## config.mk

```make
export PLATFORM = sky130hd
export DESIGN_NAME = s3blur_kernel
export DESIGN_NICKNAME = d
export VERILOG_FILES = /design/src/s3blur_pkg.sv /design/src/s3blur_kernel.sv
export VERILOG_INCLUDE_DIRS = /design/src /design/src/src
export SDC_FILE = /design/constraint.sdc
export NUM_CORES = 2
export LEC_CHECK = 0
export BUFFER_PORTS_ARGS = -buffer_cell sky130_fd_sc_hd__buf_2
export CAP_MARGIN = 30
export CORE_ASPECT_RATIO = 1.1
export CORE_UTILIZATION = 30
export CTS_CLUSTER_DIAMETER = 30
export DETAILED_ROUTE_END_ITERATION = 16
export GPL_TIMING_DRIVEN = 0
export SYNTH_ARGS = -nofsm -noshare
export SYNTH_HDL_FRONTEND = slang
export SYNTH_SLANG_ARGS = --single-unit
```

## constraint.sdc

```tcl
create_clock -name aclk -period 9.8 [get_ports aclk]
set_clock_uncertainty 0.15 [all_clocks]
set_input_delay 0.98 -clock aclk [delete_from_list [all_inputs] [get_ports aclk]]
set_output_delay 0.98 -clock aclk [all_outputs]
set_load 0.02 [all_outputs]
```

## src/symmetric_3x3_blur_top_defines.svh

```systemverilog
// assertion macros shared by the 3x3 blur modules
`ifndef SYMMETRIC_3X3_BLUR_TOP_DEFINES_SVH
`define SYMMETRIC_3X3_BLUR_TOP_DEFINES_SVH

// condition holds at every clock edge out of reset
`define S3BLUR_ASSERT_ALWAYS(label, cond, msg) \
    label: assert property (@(posedge aclk) disable iff (!aresetn) (cond)) \
        else $error(msg);

// consequent holds in the cycle after the antecedent
`define S3BLUR_ASSERT_NEXT(label, ante, cons, msg) \
    label: assert property (@(posedge aclk) disable iff (!aresetn) (ante) |=> (cons)) \
        else $error(msg);

`endif

```

## src/s3blur_pkg.sv

```systemverilog
// shared constants and types of the symmetric 3x3 blur
package s3blur_pkg;

    localparam int IMAGE_WIDTH_DEF  = 128;
    localparam int IMAGE_HEIGHT_DEF = 128;
    localparam int SAMPLE_BITS_DEF  = 20;

    localparam int SAMPLE_IN_W = 20;
    localparam int S_TDATA_W   = 24;
    localparam int WEIGHT_W    = 24;
    localparam int RESULT_W    = 48;
    localparam int POS_W       = 7;
    localparam int M_TDATA_W   = 64;
    localparam int M_PAD_W     = M_TDATA_W - RESULT_W - 2 * POS_W;
    localparam int NUM_TAPS    = 9;

    localparam int CFG_IDX_W = 2;
    localparam logic [CFG_IDX_W-1:0] CFG_WEIGHT_CORNER = 2'd0;
    localparam logic [CFG_IDX_W-1:0] CFG_WEIGHT_EDGE   = 2'd1;
    localparam logic [CFG_IDX_W-1:0] CFG_WEIGHT_CENTRE = 2'd2;

    // 1.0 in signed Q7.16
    localparam logic signed [WEIGHT_W-1:0] WEIGHT_RESET = 24'sd65536;

    typedef struct packed {
        logic             valid;
        logic [POS_W-1:0] row;
        logic [POS_W-1:0] col;
        logic             last;
    } win_ctrl_t;

endpackage

```

## src/s3blur_kernel.sv

```systemverilog
// weighted 3x3 sum: group sums, then the three products into the output register
`include "symmetric_3x3_blur_top_defines.svh"

module s3blur_kernel #(
    parameter int SAMPLE_BITS = s3blur_pkg::SAMPLE_BITS_DEF
) (
    input  logic                                      aclk,
    input  logic                                      aresetn,
    input  logic [SAMPLE_BITS-1:0]                    taps [s3blur_pkg::NUM_TAPS],
    input  s3blur_pkg::win_ctrl_t                     ctrl,
    output logic                                      win_ready,
    input  logic signed [s3blur_pkg::WEIGHT_W-1:0]    weight_corner,
    input  logic signed [s3blur_pkg::WEIGHT_W-1:0]    weight_edge,
    input  logic signed [s3blur_pkg::WEIGHT_W-1:0]    weight_centre,
    output logic                                      m_valid,
    input  logic                                      m_ready,
    output logic signed [s3blur_pkg::RESULT_W-1:0]    m_value,
    output logic [s3blur_pkg::POS_W-1:0]              m_row,
    output logic [s3blur_pkg::POS_W-1:0]              m_col,
    output logic                                      m_last
);

    localparam int SUM_W  = SAMPLE_BITS + 2;
    localparam int PROD_W = s3blur_pkg::WEIGHT_W + SUM_W + 1;
    localparam int TOT_W  = PROD_W + 2;

    logic                  s2_valid_reg;
    logic [SUM_W-1:0]      corner_sum_reg, edge_sum_reg;
    logic [SAMPLE_BITS-1:0] centre_reg;
    logic [s3blur_pkg::POS_W-1:0] s2_row_reg, s2_col_reg;
    logic                  s2_last_reg;

    logic                  out_valid_reg;
    logic signed [s3blur_pkg::RESULT_W-1:0] value_reg;
    logic [s3blur_pkg::POS_W-1:0] row_reg, col_reg;
    logic                  last_reg;

    logic                  out_ready, s2_advance, win_take;
    logic signed [PROD_W-1:0] prod_corner, prod_edge, prod_centre;
    logic signed [TOT_W-1:0]  total;

    assign out_ready  = !out_valid_reg || m_ready;
    assign s2_advance = s2_valid_reg && out_ready;
    assign win_ready  = !s2_valid_reg || out_ready;
    assign win_take   = ctrl.valid && win_ready;

    always_ff @(posedge aclk) begin
        if (!aresetn) begin
            s2_valid_reg  <= 1'b0;
            out_valid_reg <= 1'b0;
        end else begin
            if (win_take) begin
                s2_valid_reg <= 1'b1;
            end else if (s2_advance) begin
                s2_valid_reg <= 1'b0;
            end
            if (s2_advance) begin
                out_valid_reg <= 1'b1;
            end else if (m_ready) begin
                out_valid_reg <= 1'b0;
            end
        end
    end

    always_ff @(posedge aclk) begin
        if (win_take) begin
            corner_sum_reg <= SUM_W'(taps[0]) + SUM_W'(taps[2])
                            + SUM_W'(taps[6]) + SUM_W'(taps[8]);
            edge_sum_reg   <= SUM_W'(taps[1]) + SUM_W'(taps[3])
                            + SUM_W'(taps[5]) + SUM_W'(taps[7]);
            centre_reg     <= taps[4];
            s2_row_reg     <= ctrl.row;
            s2_col_reg     <= ctrl.col;
            s2_last_reg    <= ctrl.last;
        end
        if (s2_advance) begin
            value_reg <= s3blur_pkg::RESULT_W'(total);
            row_reg   <= s2_row_reg;
            col_reg   <= s2_col_reg;
            last_reg  <= s2_last_reg;
        end
    end

    // sums are unsigned, so a zero bit goes on top before the signed multiply
    assign prod_corner = PROD_W'(weight_corner) * PROD_W'($signed({1'b0, corner_sum_reg}));
    assign prod_edge   = PROD_W'(weight_edge) * PROD_W'($signed({1'b0, edge_sum_reg}));
    assign prod_centre = PROD_W'(weight_centre) * PROD_W'($signed({1'b0, centre_reg}));
    assign total       = TOT_W'(prod_corner) + TOT_W'(prod_edge) + TOT_W'(prod_centre);

    assign m_valid = out_valid_reg;
    assign m_value = value_reg;
    assign m_row   = row_reg;
    assign m_col   = col_reg;
    assign m_last  = last_reg;

    `S3BLUR_ASSERT_NEXT(a_win_taken, win_take, s2_valid_reg, "window request not captured")
    `S3BLUR_ASSERT_NEXT(a_out_load, s2_advance, out_valid_reg, "sum stage did not reach output")

endmodule

```

==> impl_metrics.tcl <==
set metrics [dict create \
    synth-seq-area-share_pct 6.53 \
    antenna_found_initial 29 \
    port_buffers 311 \
    synth-adder-area-share_pct 63.6 \
    globalplace.congestion 0.966 \
    drt_iter0_drc 2244 \
    muxShareOfSynthArea_pct 0 \
    wl_mm 215 \
    grtUsageTotal_pct 20.2 \
    core-area_um2 218000 \
    syn_inst 6613 \
    die_area_um2 221000 \
    post-route-period-util_pct 98.6 \
    cp-start-kind "register" \
    ant_nets 0 \
    avgSynthCellArea_um2 9.96 \
    wire_per_inst_um 21.8 \
    synth_cell_types 77 \
    synthArstFlopShare_pct 0 \
    setup_viol 0 \
    syn_to_final_growth_pct 9.52 \
    grt_pass1_vias 50300 \
    drc 0 \
    vias 44100 \
    min_period_ns 9.66 \
    crit_arrival_ns 9.81 \
    cts_root_buf "clkbuf_16" \
    utilization_pct 33.0 \
    grt_overflow 0 \
    synth_nets 9108 \
    layout.nets 9459 \
    grt_setup_unrepaired "yes" \
    synth_xor_area_share_pct 1.22 \
    required_ns 9.95 \
    pin_count 336 \
    synth-simple-area-share_pct 13.6 \
    clock_path_buffers 2 \
    vias_per_cell 4.45 \
    min_path_type "register to register" \
    detailed_place_hpwl_mm 197 \
    dr.pass1.iters 7 \
    cts_tree "done" \
    cap_violations 0 \
    cts_buffers 17 \
    drive_gt1_share_pct 7.25 \
    num_rows 180 \
    relSlewSlack_pct 30.5 \
    synth_top_family_by_area "adder cells" \
    die_h_um 493 \
    fmax_mhz 103 \
    worst_slew_pin_slew_ns 1.04 \
    holdBufCountCts 0 \
    rrSetupSlack_ns 0.14 \
    crit_path_end_kind "register" \
    clock_sinks 144 \
    yosys_register_bits 144 \
    synth-edff-count 142 \
    clk_latency_ns 0.57 \
    ys_warn_count 0 \
    path_clk_slew_ns 0.08 \
    nFillCells 22600 \
    start_util_pct 30.2 \
    netlist_area_um2 65900 \
    grt_start_max_net_pins 42 \
    grt_pass1_wl_mm 329 \
    worst-path-max-fanout 10 \
    path_class "register to register" \
    die_width_um 449 \
    slew_violations 0 \
    hold_violations 0 \
    status "completed" \
    synth_compound_area_share_pct 2.49 \
    largest_reg_flops 48 \
    yosys_most_used_dff "edfxtp_1" \
    h-tree-depth 4 \
]
-- metal layers --
| layer | track usage, % | wire, µm | part of all wire [%] | vias to the layer above |
|---|---|---|---|---|
| met1 | 26.3 | 92500 | 43 | 23300 |
| met4 | 7.34 | 8050 | 3.7 | 22 |
| met3 | 1.97 | 8830 | 4.1 | 279 |
| li1 | - | - | - | 19300 |
| met5 | 0 | 155 | 0.072 | - |
| met2 | 34.8 | 106000 | 49 | 1199 |
-- Yosys cell counts, types with 7 or more instances --
cell	instances	share of area (%)
a21o_1	28	0.32
a21oi_1	59	0.45
a31oi_1	7	0.066
and2_1	908	8.6
clkbuf_1	281	1.6
edfxtp_1	142	6.5
fa_1	1870	57
ha_1	354	6.7
inv_1	1933	11
nand2_1	662	3.8
nand2b_1	13	0.12
nand3_1	18	0.14
nor2_1	55	0.31
nor2b_1	14	0.13
nor3_1	19	0.14
o21a_1	12	0.14
o21ai_0	29	0.22
o21bai_1	10	0.11
xnor2_1	77	1.0
xor2_1	15	0.20
-- worst paths after layout --
check / to / start / cells past startpoint
worst min-delay path: m_row[0]$_DFFE_PP_ / s2_row_reg[0]$_DFFE_PP_ / 0
worst max-delay path: m_value[29]$_DFFE_PP_ / centre_reg[5]$_DFFE_PP_ / 25
worst max register to register: m_value[29]$_DFFE_PP_ / centre_reg[5]$_DFFE_PP_ / 25
worst min register to register: m_row[0]$_DFFE_PP_ / s2_row_reg[0]$_DFFE_PP_ / 0
-- area by class of cell --
class | count | area [µm²] | area share (%)
Clock buffer | 17 | 425 | 0.590
Antenna cell | 11 | 27.5 | 0.0382
Sequential cell | 144 | 4300 | 5.97
Inverter | 1933 | 7260 | 10.1
Tap cell | 2912 | 3640 | 5.05
Clock inverter | 15 | 126 | 0.175
Timing Repair Buffer | 332 | 1870 | 2.60
Buffer | 283 | 1180 | 1.64
Multi-Input combinational cell | 4253 | 53300 | 73.9
-- placed cells by master, fill, tap and decap left out, drive strengths merged, types with 14 or more instances in the layout --
| master | synthesis | layout |
|---|---|---|
| nand3 | 18 | 18 |
| a21o | 28 | 28 |
| nor2 | 56 | 56 |
| nor2b | 14 | 14 |
| and2 | 908 | 908 |
| edfxtp | 142 | 142 |
| inv | 1933 | 1939 |
| nand2 | 662 | 662 |
| xor2 | 15 | 15 |
| o21ai | 39 | 39 |
| nor3 | 20 | 20 |
| clkbuf | 281 | 296 |
| xnor2 | 77 | 77 |
| a21oi | 65 | 65 |
| ha | 354 | 354 |
| buf | 2 | 336 |
| fa | 1870 | 1870 |
-- per-stage QoR --
stage	hold WS, ns	setup slack [ns]	TNS [ns]	instance area (µm²)	cells
global route	0.282	-0.0116	-0.0116	72100	9897
finish	0.271	0.135	0	72100	9900
floorplan	0.250	0.818	0	65900	6613
global placement	0.254	-0.890	-11.18	71100	9836
CTS	0.277	0.000882	0	71900	9881
detailed placement	0.255	-0.758	-9.80	71200	9841
-- worst max-delay path, stage by stage (launching register included) --
cell and delay (ns):
edfxtp_1 0.71, clkbuf_1 0.56, and2_1 0.26, fa_1 0.42, fa_1 0.42, fa_1 0.54
inv_1 0.05, fa_1 0.51, fa_1 0.44, fa_1 0.51, inv_1 0.05, fa_1 0.64
fa_1 0.46, fa_1 0.49, inv_1 0.06, fa_1 0.48, inv_1 0.04, ha_1 0.38
nand3_1 0.16, a21o_1 0.18, a31oi_1 0.42, o21ai_1 0.32, and2b_1 0.24, o21ai_0 0.29
a21oi_1 0.18, xnor2_2 0.41
-- logic make-up after synthesis --
kind of cell             Yosys count
XOR/XNOR                          92
flip-flops                       144
AND/OR/NAND/NOR                 1720
adder cells (fa/ha/maj)         2224
buffers and inverters           2216
AO/OA/AOI/OAI                    217
-- timing repair --
item / CTS / global route
setup buffers: 8 / 8
gates resized for setup: 56 / 99
setup endpoints to repair: 17 / 13
Power is not shown: default switching activity piles up to over one toggle a cycle in this logic, so the estimate is an artifact.
